--- src/design/grpm_pkg.sv ---
// ----------------------------------------------------------------------------
// grpm_pkg
// Shared types and constants of the gain ramp and peak meter block.
// ----------------------------------------------------------------------------
package grpm_pkg;

   // Command codes on the request channel
   localparam logic [2:0] CMD_SAMPLE = 3'd0;
   localparam logic [2:0] CMD_END    = 3'd1;
   localparam logic [2:0] CMD_PEAK   = 3'd2;
   localparam logic [2:0] CMD_LOAD   = 3'd3;
   localparam logic [2:0] CMD_FADE   = 3'd4;

   // Register indexes on the csr channel
   localparam logic [2:0] CSR_GAIN_LEFT   = 3'd0;
   localparam logic [2:0] CSR_GAIN_RIGHT  = 3'd1;
   localparam logic [2:0] CSR_GAIN_SINGLE = 3'd2;
   localparam logic [2:0] CSR_CHAN_COUNT  = 3'd3;
   localparam logic [2:0] CSR_BLOCK_LOG2  = 3'd4;

   localparam int CMD_W     = 3;
   localparam int CHAN_W    = 3;
   localparam int CSR_IDX_W = 3;
   localparam int GAIN_W    = 16;
   localparam int COUNT_W   = 4;
   localparam int POS_W     = 13;
   localparam int FRAC_BITS = 14;

   localparam logic [GAIN_W-1:0]  GAIN_UNITY      = 16'd16384;
   localparam logic [COUNT_W-1:0] CHAN_COUNT_RST  = 4'd2;
   localparam logic [COUNT_W-1:0] BLOCK_LOG2_RST  = 4'd8;
   localparam logic [COUNT_W-1:0] RAMP_LOG2_MAX   = 4'd12;

   // Classified operation handed from front to back
   typedef enum logic [2:0] {
      OP_NONE,
      OP_SAMPLE,
      OP_END,
      OP_PEAK,
      OP_LOAD,
      OP_FADE
   } op_type;

   typedef struct packed {
      op_type              op;
      logic [CHAN_W-1:0]   channel;
   } item_ctl_type;

   // Effective configuration seen by front and back
   typedef struct packed {
      logic [GAIN_W-1:0]   gain_left;
      logic [GAIN_W-1:0]   gain_right;
      logic [GAIN_W-1:0]   gain_single;
      logic [COUNT_W-1:0]  used;
      logic [COUNT_W-1:0]  ramp_log2;
   } cfg_type;

endpackage

--- src/design/grpm_csr.sv ---
// ----------------------------------------------------------------------------
// grpm_csr
// Configuration registers; presents the clamped channel count and ramp length.
// ----------------------------------------------------------------------------
module grpm_csr #(
   parameter int MAX_CHANNELS = 8
) (
   input  logic                          clock,
   input  logic                          reset,
   input  logic                          csr_valid,
   output logic                          csr_ready,
   input  logic [grpm_pkg::CSR_IDX_W-1:0] csr_index,
   input  logic [grpm_pkg::GAIN_W-1:0]   csr_data,
   output grpm_pkg::cfg_type             cfg
);
   import grpm_pkg::*;

   logic [GAIN_W-1:0]  gain_left_ff, gain_right_ff, gain_single_ff;
   logic [COUNT_W-1:0] chan_count_ff, block_log2_ff;

   assign csr_ready = 1'b1;

   // Take a write on every transfer; unknown indexes are dropped
   always_ff @(posedge clock) begin
      if (reset) begin
         gain_left_ff   <= GAIN_UNITY;
         gain_right_ff  <= GAIN_UNITY;
         gain_single_ff <= GAIN_UNITY;
         chan_count_ff  <= CHAN_COUNT_RST;
         block_log2_ff  <= BLOCK_LOG2_RST;
      end else if (csr_valid) begin
         unique case (csr_index)
            CSR_GAIN_LEFT:   gain_left_ff   <= csr_data;
            CSR_GAIN_RIGHT:  gain_right_ff  <= csr_data;
            CSR_GAIN_SINGLE: gain_single_ff <= csr_data;
            CSR_CHAN_COUNT:  chan_count_ff  <= csr_data[COUNT_W-1:0];
            CSR_BLOCK_LOG2:  block_log2_ff  <= csr_data[COUNT_W-1:0];
            default: ;
         endcase
      end
   end

   // Clamp channel count and ramp length
   always_comb begin
      cfg.gain_left   = gain_left_ff;
      cfg.gain_right  = gain_right_ff;
      cfg.gain_single = gain_single_ff;
      cfg.used        = (int'(chan_count_ff) > MAX_CHANNELS) ? COUNT_W'(MAX_CHANNELS)
                                                             : chan_count_ff;
      cfg.ramp_log2   = (block_log2_ff > RAMP_LOG2_MAX) ? RAMP_LOG2_MAX : block_log2_ff;
   end

endmodule

--- src/design/grpm_front.sv ---
// ----------------------------------------------------------------------------
// grpm_front
// Request intake: classifies each command and holds it in a two-entry queue.
// ----------------------------------------------------------------------------
module grpm_front #(
   parameter int SAMPLE_BITS = 24
) (
   input  logic                              clock,
   input  logic                              reset,
   input  grpm_pkg::cfg_type                 cfg,
   input  logic                              req_valid,
   output logic                              req_ready,
   input  logic [grpm_pkg::CMD_W-1:0]        req_cmd,
   input  logic [grpm_pkg::CHAN_W-1:0]       req_channel,
   input  logic signed [SAMPLE_BITS-1:0]     req_sample_in,
   output logic                              q_valid,
   input  logic                              q_ready,
   output grpm_pkg::item_ctl_type            q_ctl,
   output logic signed [SAMPLE_BITS-1:0]     q_sample
);
   import grpm_pkg::*;

   localparam int DEPTH = 2;

   item_ctl_type               ctl_ff [DEPTH];
   logic signed [SAMPLE_BITS-1:0] smp_ff [DEPTH];
   logic       wr_ptr_ff, wr_ptr_in, rd_ptr_ff, rd_ptr_in;
   logic [1:0] count_ff, count_in;
   logic       push, pop, chan_ok;
   item_ctl_type cls;

   // Classify; channel commands outside the used range become OP_NONE and return a zero result
   always_comb begin
      chan_ok     = ({1'b0, req_channel} < cfg.used);
      cls.channel = req_channel;
      unique case (req_cmd)
         CMD_SAMPLE: cls.op = chan_ok ? OP_SAMPLE : OP_NONE;
         CMD_END:    cls.op = OP_END;
         CMD_PEAK:   cls.op = chan_ok ? OP_PEAK : OP_NONE;
         CMD_LOAD:   cls.op = OP_LOAD;
         CMD_FADE:   cls.op = OP_FADE;
         default:    cls.op = OP_NONE;
      endcase
   end

   assign req_ready = (count_ff != 2'(DEPTH));
   assign q_valid   = (count_ff != 2'd0);
   assign q_ctl     = ctl_ff[rd_ptr_ff];
   assign q_sample  = smp_ff[rd_ptr_ff];
   assign push      = req_valid && req_ready;
   assign pop       = q_valid && q_ready;

   // Advance pointers and fill count
   always_comb begin
      wr_ptr_in = push ? ~wr_ptr_ff : wr_ptr_ff;
      rd_ptr_in = pop  ? ~rd_ptr_ff : rd_ptr_ff;
      count_in  = count_ff + 2'(push) - 2'(pop);
   end

   always_ff @(posedge clock) begin
      if (push) begin
         ctl_ff[wr_ptr_ff] <= cls;
         smp_ff[wr_ptr_ff] <= req_sample_in;
      end
      if (reset) begin
         wr_ptr_ff <= 1'b0;
         rd_ptr_ff <= 1'b0;
         count_ff  <= 2'd0;
      end else begin
         wr_ptr_ff <= wr_ptr_in;
         rd_ptr_ff <= rd_ptr_in;
         count_ff  <= count_in;
      end
   end

endmodule

--- src/design/grpm_back.sv ---
// ----------------------------------------------------------------------------
// grpm_back
// Execution: ramp gain, scaling with rounding and saturation, peak hold,
// gain loads and fades, and the result register.
// ----------------------------------------------------------------------------
module grpm_back #(
   parameter int MAX_CHANNELS = 8,
   parameter int SAMPLE_BITS  = 24
) (
   input  logic                          clock,
   input  logic                          reset,
   input  grpm_pkg::cfg_type             cfg,
   input  logic                          q_valid,
   output logic                          q_ready,
   input  grpm_pkg::item_ctl_type        q_ctl,
   input  logic signed [SAMPLE_BITS-1:0] q_sample,
   output logic                          rsp_valid,
   input  logic                          rsp_ready,
   output logic signed [SAMPLE_BITS-1:0] rsp_sample_out,
   output logic signed [SAMPLE_BITS-1:0] rsp_peak_out
);
   import grpm_pkg::*;

   localparam int CH_W  = (MAX_CHANNELS > 1) ? $clog2(MAX_CHANNELS) : 1;
   localparam int PRD_W = GAIN_W + POS_W;          // gain times ramp weight
   localparam int SUM_W = PRD_W + 1;
   localparam int MUL_W = SAMPLE_BITS + GAIN_W + 1; // sample times signed gain
   localparam int TW    = MUL_W + 1;

   localparam logic signed [TW-1:0] SAT_HI = {{(TW-SAMPLE_BITS+1){1'b0}},
                                             {(SAMPLE_BITS-1){1'b1}}};
   localparam logic signed [TW-1:0] SAT_LO = {{(TW-SAMPLE_BITS+1){1'b1}},
                                             {(SAMPLE_BITS-1){1'b0}}};
   localparam logic signed [TW-1:0] ROUND_HALF = TW'(1) <<< (FRAC_BITS - 1);

   typedef enum logic [1:0] {S_IDLE, S_GAIN, S_SCALE, S_OUT} state_type;

   state_type state_ff, state_in;
   op_type    op_ff, op_in;
   logic [CH_W-1:0] ch_ff, ch_in;
   logic signed [SAMPLE_BITS-1:0] x_ff, x_in;
   logic in_block_ff, in_block_in, ramping_ff, ramping_in, armed_ff, armed_in;

   logic [GAIN_W-1:0] cur_ff  [MAX_CHANNELS], cur_in  [MAX_CHANNELS];
   logic [GAIN_W-1:0] prev_ff [MAX_CHANNELS], prev_in [MAX_CHANNELS];
   logic [POS_W-1:0]  pos_ff  [MAX_CHANNELS], pos_in  [MAX_CHANNELS];
   logic signed [SAMPLE_BITS-1:0] peak_ff [MAX_CHANNELS], peak_in [MAX_CHANNELS];

   logic [PRD_W-1:0]  prod_a_ff, prod_a_in, prod_b_ff, prod_b_in;
   logic [GAIN_W-1:0] gcur_ff, gcur_in;
   logic signed [MUL_W-1:0] mul_ff, mul_in;

   logic rsp_valid_ff, rsp_valid_in;
   logic signed [SAMPLE_BITS-1:0] rsp_sample_ff, rsp_sample_in, rsp_peak_ff, rsp_peak_in;

   logic [POS_W-1:0]  n_len, p_eff;
   logic [SUM_W-1:0]  wsum;
   logic [GAIN_W-1:0] g_eff;
   logic signed [TW-1:0] t_rnd, q_shr;
   logic signed [SAMPLE_BITS-1:0] y_sat;
   logic [COUNT_W-1:0] paired;

   assign rsp_valid      = rsp_valid_ff;
   assign rsp_sample_out = rsp_sample_ff;
   assign rsp_peak_out   = rsp_peak_ff;

   // Ramp length, clamped position, weighted gain and rounded output
   always_comb begin
      n_len  = POS_W'(1) << cfg.ramp_log2;
      p_eff  = (pos_ff[ch_ff] > n_len) ? n_len : pos_ff[ch_ff];
      wsum   = SUM_W'(prod_a_ff) + SUM_W'(prod_b_ff);
      g_eff  = ramping_ff ? GAIN_W'(wsum >> cfg.ramp_log2) : gcur_ff;
      t_rnd  = TW'(mul_ff) + ROUND_HALF;
      q_shr  = t_rnd >>> FRAC_BITS;
      if (q_shr > SAT_HI)      y_sat = SAT_HI[SAMPLE_BITS-1:0];
      else if (q_shr < SAT_LO) y_sat = SAT_LO[SAMPLE_BITS-1:0];
      else                     y_sat = q_shr[SAMPLE_BITS-1:0];
      paired = {cfg.used[COUNT_W-1:1], 1'b0};
   end

   // Sequence one item through gain, scale and result
   always_comb begin
      state_in      = state_ff;
      op_in         = op_ff;
      ch_in         = ch_ff;
      x_in          = x_ff;
      in_block_in   = in_block_ff;
      ramping_in    = ramping_ff;
      armed_in      = armed_ff;
      cur_in        = cur_ff;
      prev_in       = prev_ff;
      pos_in        = pos_ff;
      peak_in       = peak_ff;
      prod_a_in     = prod_a_ff;
      prod_b_in     = prod_b_ff;
      gcur_in       = gcur_ff;
      mul_in        = mul_ff;
      rsp_sample_in = rsp_sample_ff;
      rsp_peak_in   = rsp_peak_ff;
      rsp_valid_in  = rsp_valid_ff && !rsp_ready;
      q_ready       = 1'b0;

      unique case (state_ff)
         S_IDLE: begin
            if (q_valid) begin
               q_ready = 1'b1;
               op_in   = q_ctl.op;
               ch_in   = CH_W'(q_ctl.channel);
               x_in    = q_sample;
               if (q_ctl.op == OP_SAMPLE) begin
                  state_in = S_GAIN;
                  // First sample of a block latches the armed ramp
                  if (!in_block_ff) begin
                     in_block_in = 1'b1;
                     ramping_in  = armed_ff;
                     armed_in    = 1'b0;
                     for (int i = 0; i < MAX_CHANNELS; i++) pos_in[i] = '0;
                  end
               end else begin
                  state_in = S_OUT;
               end
            end
         end
         S_GAIN: begin
            prod_a_in = PRD_W'(prev_ff[ch_ff]) * PRD_W'(n_len - p_eff);
            prod_b_in = PRD_W'(cur_ff[ch_ff]) * PRD_W'(p_eff);
            gcur_in   = cur_ff[ch_ff];
            if (ramping_ff) begin
               pos_in[ch_ff] = (p_eff < n_len) ? p_eff + POS_W'(1) : p_eff;
            end
            state_in = S_SCALE;
         end
         S_SCALE: begin
            mul_in   = $signed(x_ff) * $signed({1'b0, g_eff});
            state_in = S_OUT;
         end
         S_OUT: begin
            // Hold until the result register is free
            if (!rsp_valid_ff || rsp_ready) begin
               rsp_valid_in  = 1'b1;
               rsp_sample_in = '0;
               rsp_peak_in   = '0;
               state_in      = S_IDLE;
               case (op_ff)
                  OP_SAMPLE: begin
                     rsp_sample_in = y_sat;
                     if (y_sat > peak_ff[ch_ff]) peak_in[ch_ff] = y_sat;
                  end
                  OP_END: in_block_in = 1'b0;
                  OP_PEAK: begin
                     rsp_peak_in    = peak_ff[ch_ff];
                     peak_in[ch_ff] = '0;
                  end
                  OP_LOAD: begin
                     for (int i = 0; i < MAX_CHANNELS; i++) begin
                        if (i < int'(cfg.used)) begin
                           prev_in[i] = cur_ff[i];
                           if (i < int'(paired))
                              cur_in[i] = i[0] ? cfg.gain_right : cfg.gain_left;
                           else
                              cur_in[i] = cfg.gain_single;
                        end
                     end
                     armed_in = 1'b1;
                  end
                  OP_FADE: begin
                     for (int i = 0; i < MAX_CHANNELS; i++) prev_in[i] = '0;
                     armed_in = 1'b1;
                  end
                  default: ;
               endcase
            end
         end
         default: state_in = S_IDLE;
      endcase
   end

   always_ff @(posedge clock) begin
      op_ff         <= op_in;
      ch_ff         <= ch_in;
      x_ff          <= x_in;
      prod_a_ff     <= prod_a_in;
      prod_b_ff     <= prod_b_in;
      gcur_ff       <= gcur_in;
      mul_ff        <= mul_in;
      rsp_sample_ff <= rsp_sample_in;
      rsp_peak_ff   <= rsp_peak_in;
      if (reset) begin
         state_ff     <= S_IDLE;
         in_block_ff  <= 1'b0;
         ramping_ff   <= 1'b0;
         armed_ff     <= 1'b0;
         rsp_valid_ff <= 1'b0;
         for (int i = 0; i < MAX_CHANNELS; i++) begin
            cur_ff[i]  <= '0;
            prev_ff[i] <= '0;
            pos_ff[i]  <= '0;
            peak_ff[i] <= '0;
         end
      end else begin
         state_ff     <= state_in;
         in_block_ff  <= in_block_in;
         ramping_ff   <= ramping_in;
         armed_ff     <= armed_in;
         rsp_valid_ff <= rsp_valid_in;
         cur_ff       <= cur_in;
         prev_ff      <= prev_in;
         pos_ff       <= pos_in;
         peak_ff      <= peak_in;
      end
   end

endmodule

--- src/design/gain_ramp_peak_meter.sv ---
// Flow: each request passes the two-entry request queue, then the back-end
//   sequencer: gain multiply, scale multiply, round and store for a sample,
//   store alone for any other command. The sequencer starts a new item only
//   once the last is in the result register, and a stalled result holds it.
// Reset: synchronous; clears gains, peaks, ramp state and queue, and loads
//   the register defaults; no clearing pass is needed.
// ----------------------------------------------------------------------------
// gain_ramp_peak_meter
// Multichannel gain stage with linear gain ramps and a per-channel peak meter.
// ----------------------------------------------------------------------------
module gain_ramp_peak_meter #(
   parameter int MAX_CHANNELS = 8,
   parameter int SAMPLE_BITS  = 24
) (
   input  logic                           clock,
   input  logic                           reset,
   input  logic                           req_valid,
   output logic                           req_ready,
   input  logic [grpm_pkg::CMD_W-1:0]     req_cmd,
   input  logic [grpm_pkg::CHAN_W-1:0]    req_channel,
   input  logic signed [SAMPLE_BITS-1:0]  req_sample_in,
   output logic                           rsp_valid,
   input  logic                           rsp_ready,
   output logic signed [SAMPLE_BITS-1:0]  rsp_sample_out,
   output logic signed [SAMPLE_BITS-1:0]  rsp_peak_out,
   input  logic                           csr_valid,
   output logic                           csr_ready,
   input  logic [grpm_pkg::CSR_IDX_W-1:0] csr_index,
   input  logic [grpm_pkg::GAIN_W-1:0]    csr_data
);
   import grpm_pkg::*;

   cfg_type      cfg;
   logic         q_valid, q_ready;
   item_ctl_type q_ctl;
   logic signed [SAMPLE_BITS-1:0] q_sample;

   grpm_csr #(.MAX_CHANNELS(MAX_CHANNELS)) u_csr (
      .clock     (clock),
      .reset     (reset),
      .csr_valid (csr_valid),
      .csr_ready (csr_ready),
      .csr_index (csr_index),
      .csr_data  (csr_data),
      .cfg       (cfg)
   );

   grpm_front #(.SAMPLE_BITS(SAMPLE_BITS)) u_front (
      .clock         (clock),
      .reset         (reset),
      .cfg           (cfg),
      .req_valid     (req_valid),
      .req_ready     (req_ready),
      .req_cmd       (req_cmd),
      .req_channel   (req_channel),
      .req_sample_in (req_sample_in),
      .q_valid       (q_valid),
      .q_ready       (q_ready),
      .q_ctl         (q_ctl),
      .q_sample      (q_sample)
   );

   grpm_back #(.MAX_CHANNELS(MAX_CHANNELS), .SAMPLE_BITS(SAMPLE_BITS)) u_back (
      .clock          (clock),
      .reset          (reset),
      .cfg            (cfg),
      .q_valid        (q_valid),
      .q_ready        (q_ready),
      .q_ctl          (q_ctl),
      .q_sample       (q_sample),
      .rsp_valid      (rsp_valid),
      .rsp_ready      (rsp_ready),
      .rsp_sample_out (rsp_sample_out),
      .rsp_peak_out   (rsp_peak_out)
   );

endmodule

--- config.mk ---
export PLATFORM = sky130hd
export DESIGN_NAME = gain_ramp_peak_meter
export DESIGN_NICKNAME = d
export VERILOG_FILES = /design/src/design/grpm_pkg.sv /design/src/design/grpm_csr.sv /design/src/design/grpm_front.sv /design/src/design/grpm_back.sv /design/src/design/gain_ramp_peak_meter.sv
export SDC_FILE = /design/constraint.sdc
export NUM_CORES = 2
export LEC_CHECK = 0
export ABC_CLOCK_PERIOD_IN_PS = 37300
export BUFFER_PORTS_ARGS = -buffer_cell sky130_fd_sc_hd__buf_2
export CAP_MARGIN = 20
export CORE_UTILIZATION = 62
export CTS_BUF_LIST = sky130_fd_sc_hd__clkbuf_16
export DETAILED_ROUTE_END_ITERATION = 16
export PLACE_DENSITY = 0.78
export SETUP_SLACK_MARGIN = 0.3
export SYNTH_ARGS = -nofsm -noshare
export SYNTH_HDL_FRONTEND = slang
export SYNTH_SLANG_ARGS = --single-unit
--- constraint.sdc ---
create_clock -name clock -period 37.3 [get_ports clock]
set_clock_uncertainty 0.05 [all_clocks]
set_input_delay 9.325 -clock clock [delete_from_list [all_inputs] [get_ports clock]]
set_output_delay 9.325 -clock clock [all_outputs]
set_load 0.05 [all_outputs]
* After elaboration in Yosys (flattened, before gate mapping)
Memory sizes are Yosys's and may differ from the RTL's. A register that Yosys moved wholly into a read port is not among the register bits.
Index checks and enable logic that the tools add are counted.
** Storage, ports and cells
- Memories :: 2
- Register bits :: 787
- Memory bits (writable) :: 60
** Cells by class
- Magnitude comparators :: 26
- Multiplexer cells :: 75
- Add/subtract/negate cells :: 6
- Bitwise logic cells :: 6
- Reduce and logical (&&, ||, !) cells :: 45
- Equal/unequal tests :: 34
- Multipliers :: 3
- Shift-type cells :: 2
** Memories
- u_front.smp_ff :: depth 2, width 24, read ports 1, clocked after memory_dff 1, write ports 1, RTL line grpm_front.sv:26 : logic signed [SAMPLE_BITS-1:0] smp_ff [DEPTH];
- u_front.ctl_ff :: depth 2, width 6, read ports 1, clocked after memory_dff 1, write ports 1, RTL line grpm_front.sv:25 : item_ctl_type ctl_ff [DEPTH];
** Operators by type and width (count)
- $mux W104 :: 4
- $pmux W192 S2 :: 1
- $mux W16 :: 21
- $pmux W128 S2 :: 1
- $pmux W104 S2 :: 1
- $and A192 B192 Y192 :: 1
- $bwmux W192 :: 1
- $mux W192 :: 1
- $not A192 Y192 :: 1
- $mux W24 :: 5
- $bwmux W104 :: 1
- $bmux W16 S3 :: 2
- $bmux W24 S3 :: 1
- $demux W24 S3 :: 1
- $reduce_and A4 Y1 :: 18
- $mux W13 :: 5
- $add A41 B15 Y42 const B :: 1
- $mul A24 B17 Y41 :: 1
- $bmux W13 S3 :: 1
- $demux W13 S3 :: 1
- $lt A3 B4 Y1 const A :: 8
- $add A29 B29 Y30 :: 1
- $shr A30 B4 Y16 :: 1
- $mul A16 B13 Y29 :: 1
- other kinds (42) :: 117

* Longest topological paths before layout
- Word-level depth :: 11
- Gate-level depth with buffers :: 52
- Depth with buffers taken out :: 46

* Modules after synthesis
A second synthesis with hierarchy kept.
** Second synthesis, totals
- Cells, all modules :: 7489
- Area total of the unflattened synthesis :: 69208.9 µm²
** By module, submodules not included
- grpm_back :: instances 1, cells each 7138, area each 64393.0 µm²
- grpm_front :: instances 1, cells each 133, area each 2489.9 µm²
- grpm_csr :: instances 1, cells each 218, area each 2326.0 µm²

* Least setup slack after synthesis
No wires, ideal clock.
- Kind :: input to register
- Start :: in rsp_ready
- End :: reg u_back.cur_ff[17] (netlist name)
- Buffers on the path :: 1
- Stages :: 10
- Setup time :: 0.086 ns
- Data required time :: 37.164 ns
- Setup slack :: 25.031 ns
- Arrival time :: 12.134 ns
- Cell sequence :: nor2b_1 > nand2b_1 > inv_1 > nand2_1 > nor2_1 > nand2_1 > a21oi_1 > clkbuf_1 > nor2_1 > a211oi_1
** On the way
- Longest elaborated chain between the ends :: 2
** RTL lines
- start, declared :: RTL line gain_ramp_peak_meter.sv:23 : input logic rsp_ready,
- $logic_or A1 B1 Y1 :: RTL line grpm_back.sv:139 : if (!rsp_valid_ff || rsp_ready) begin
- $reduce_and A4 Y1 (no source line)
- end signal, assigned :: RTL line grpm_back.sv:206 : cur_ff <= cur_in;
- end, declared :: RTL line grpm_back.sv:44 : logic [GAIN_W-1:0] cur_ff [MAX_CHANNELS], cur_in [MAX_CHANNELS];
No other way between the ends.
A chain may end at the register's enable or synchronous reset.

* Worst setup path after layout
- Start :: reg u_back.ch_ff[1]
- End :: reg u_back.prod_a_ff[25] (data pin)
** On the way
- Longest elaborated chain between the ends :: 8
- Elaborated cells on any way between the ends :: 11
** RTL lines
- start, declared :: RTL line grpm_back.sv:40 : logic [CH_W-1:0] ch_ff, ch_in;
- start signal, assigned :: RTL line grpm_back.sv:180 : ch_ff <= ch_in;
- $not A3 Y4 (implied by the code) * :: RTL line grpm_back.sv:70, grpm_back.sv:125
- $bmux W13 S3 :: RTL line grpm_back.sv:70 : p_eff = (pos_ff[ch_ff] > n_len) ? n_len : pos_ff[ch_ff];
- $mux W13 (implied by the code) (2 in a row) :: RTL line grpm_back.sv:70
- $gt A13 B13 Y1 :: RTL line grpm_back.sv:70
- $mux W13 :: RTL line grpm_back.sv:70
- $sub A13 B13 Y14 :: RTL line grpm_back.sv:125 : prod_a_in = PRD_W'(prev_ff[ch_ff]) * PRD_W'(n_len - p_eff);
- $mul A16 B29 Y29 * :: RTL line grpm_back.sv:125
- end signal, assigned :: RTL line grpm_back.sv:182 : prod_a_ff <= prod_a_in;
- end, declared :: RTL line grpm_back.sv:49 : logic [PRD_W-1:0] prod_a_ff, prod_a_in, prod_b_ff, prod_b_in;
Every way passes the cells marked *; elsewhere a longest branch is shown, timed or not. The select of a mux whose other input is x is not followed.

==> results.py <==
metrics = {
    "final_layout": {
        "seqCellArea_sq_mm": 0.0196,
        "nets": 8663,
        "multiInputGateArea_sq_mm": 0.0443,
        "drive_gt1_share_pct": 7.09,
        "fin_cells": 9083,
        "final_util_pct": 67.5,
        "fill_cells": 8666,
        "area_growth_pct": 7.30,
    },
    "synthesis": {
        "synth_most_common_cell": "nand2_1",
        "yosysUniqueCellTypes": 88,
        "synth_cells": 7649,
        "syn-mean-instance-area_sq_um": 9.00,
        "synth_seq_cells": 859,
        "yosysTopAreaCell": "fa_1",
        "netlist_area_sq_mm": 0.0689,
        "syn_nets": 8786,
        "yosys-top-cells-area": "fa_1, dfxtp_1, edfxtp_1",
        "synth_commonest_cells": "nand2_1, inv_1, fa_1",
        "ys.flop_type": "dfxtp_1",
        "ys_warn_count": 0,
        "synth-edff-count": 240,
        "yosysSeqAreaShare_pct": 28.5,
        "netlist.area_leader.share_pct": 22.1,
        "async_reset_ff_share_pct": 0,
    },
    "worst_setup_path": {
        "cp_slowest_cell": "a21oi_1",
        "slowest_delay_ps": 920,
        "critPathLaunchType": "flip-flop",
        "required_ps": 37680,
        "setup.worst_path.class": "reg2reg",
        "crit_arrival_ps": 14260,
        "path_common_cell": "fa_1",
        "cp_max_fo": 35,
        "end_kind": "flip-flop",
    },
    "floorplan": {
        "die_w_um": 335,
        "core-area_sq_mm": 0.109,
        "die_height_um": 335,
        "dieArea_sq_mm": 0.112,
        "rows": 121,
        "start_util_pct": 62.9,
        "pin_count": 105,
    },
    "clocking": {
        "clockBufferDepth": 3,
        "cts_buffers": 91,
        "cts_tree": "done",
        "cts.repair.resized": 0,
        "cts_root_buffer": "clkbuf_16",
        "clkTransAtPathRegs_ps": 60,
        "clk_latency_ps": 720,
        "cts_sinks": 859,
        "htree_levels": 3,
        "hold_buffers": 0,
        "post_cts_buffers": 0,
    },
    "timing": {
        "tightest_slew_ps": 1280,
        "rsz0062_at_grt": "no",
        "final-hold-violation-count": 0,
        "setup_viol": 0,
        "fin_setup_tns_ps": 0,
        "drv_slew": 0,
        "fin_crit_ps": 13870,
        "worst_slack_ps": 23430,
        "finalCritPeriodShare_pct": 37.2,
        "fmax_mhz": 72.1,
        "relSlewSlack_pct": 14.4,
    },
    "global_route": {
        "grt_max_degree": 204,
        "grt_util_all_layers_pct": 36.9,
        "grt_overflow": 0,
        "grt_pass1_wl_mm": 324,
        "grt_pass1_vias": 58000,
        "antenna_found_initial": 3,
    },
    "detailed_routing": {
        "num_vias": 57500,
        "dr.pass1.iters": 8,
        "wl_mm": 207,
        "drt-initial-drc-count": 6558,
        "wl_per_cell_um": 22.8,
        "postRouteAntennaNets": 0,
        "drc": 0,
        "viasPerCell": 6.33,
    },
    "placed_design": {
        "place_congestion": 0.982,
        "pre_cts_ws_ps": 23860,
        "dp_hpwl_mm": 149,
        "dp_cells": 8902,
        "port_buffers": 103,
    },
    "min_path": {
        "hold_path.class": "reg2reg",
    },
    "job": {
        "drv_cap": 0,
    },
    "status": {
        "outcome": "complete, no violations",
    },
}
## worst max-delay path, delay by kind of cell (launching register included)
family / cells / cell delay, ps
AOI/OAI and AO/OA: 12 / 3720
xor gates and xnor gates: 1 / 680
adders and majority gates: 9 / 4170
buffers and inverters: 6 / 1490
DFF: 1 / 320
muxes: 1 / 230
and+or+nand+nor: 10 / 2920
## routing by layer
layer | routed length [um] | vias up | track usage, %
met5 | 23 | - | 0
li1 | - | 25300 | -
met4 | 12900 | 4 | 20.9
met3 | 21500 | 785 | 7.14
met1 | 77600 | 28000 | 47.0
met2 | 95000 | 3393 | 59.1
## final timing paths
kind	from	slack [ps]	depth (start not counted)	to
min	u_back.prev_ff[21]	400	2	u_back.prev_ff[21]
max reg2reg	u_back.ch_ff[1]	23430	39	u_back.prod_a_ff[25]
min reg2reg	u_back.prev_ff[21]	400	2	u_back.prev_ff[21]
max	u_back.ch_ff[1]	23430	39	u_back.prod_a_ff[25]
## metrics by stage
step | hold slack [ps] | instance area, sq um
floorplan | 367 | 68900
detailed placement | 391 | 70800
global placement | 377 | 70800
CTS | 401 | 73800
global route | 417 | 73900
finish | 401 | 73900
## cells in the final DEF, fill, tap and decap left out, types with 19 or more instances in the layout
cell	synthesis	layout
mux2_2	44	44
and3_1	46	45
buf_4	4	132
nand3_1	261	261
buf_2	40	102
clkinv_2	0	19
a21o_1	75	75
a31oi_1	27	26
edfxtp_1	240	240
a22oi_1	167	167
and2_1	82	79
a311oi_1	39	39
a221oi_1	19	19
a21boi_0	68	68
xor2_1	43	43
and4_1	56	56
nor2_1	414	405
nand4_1	58	58
o21a_1	35	35
xnor2_1	103	103
nor3_1	64	62
a21oi_1	422	401
inv_1	922	940
a22o_1	20	20
clkbuf_16	0	95
fa_1	759	759
nor2b_1	73	72
o21ai_0	163	162
a211o_1	22	22
or3_1	19	19
a211oi_1	69	66
ha_1	324	323
or2_2	22	22
nand2_1	1307	1306
o211ai_1	55	55
mux2i_1	256	256
dfxtp_1	619	619
nand2b_1	30	30
o22ai_1	63	63
## layout make-up
class / instances / area share (%)
Multi-Input combinational cell: 5406 / 60.0
Sequential cell: 859 / 26.5
Inverter: 924 / 4.70
Clock buffer: 95 / 3.22
Tap cell: 1476 / 2.50
Timing Repair Buffer: 244 / 2.24
Clock inverter: 76 / 0.813
Antenna cell: 3 / 0.0102
## logic make-up (layout without fill, tap and decap cells)
group,count (synthesis),in the layout,share of synthesized area (%)
simple gates,2486,2486,16.0
buf+inv,1384,1339,7.66
compound gates,1380,1380,13.3
fa+ha+maj,1083,1083,27.9
flops,859,859,28.5
mux,310,310,4.77
xor+xnor,146,146,1.86
other cells,1,4,0.00544
## sequential cells by signal, summed over array words and instances, names as in the netlist, 12 cells and up, named ones only
| name | cells |
|---|---|
| u_back.x_ff | 24 |
| u_csr.gain_right_ff | 16 |
| u_back.prod_b_ff | 29 |
| u_back.cur_ff | 128 |
| u_back.mul_ff | 28 |
| u_back.prod_a_ff | 29 |
| u_front.smp_ff | 48 |
| u_csr.gain_single_ff | 16 |
| u_back.rsp_sample_out | 24 |
| u_csr.gain_left_ff | 16 |
| u_back.peak_ff | 192 |
| u_back.rsp_peak_out | 24 |
| u_back.pos_ff | 104 |
| u_back.gcur_ff | 16 |
| u_back.prev_ff | 128 |
| u_front.ctl_ff | 12 |
Power is not shown: default switching activity piles up to over one toggle a cycle in this logic, so the estimate is an artifact.
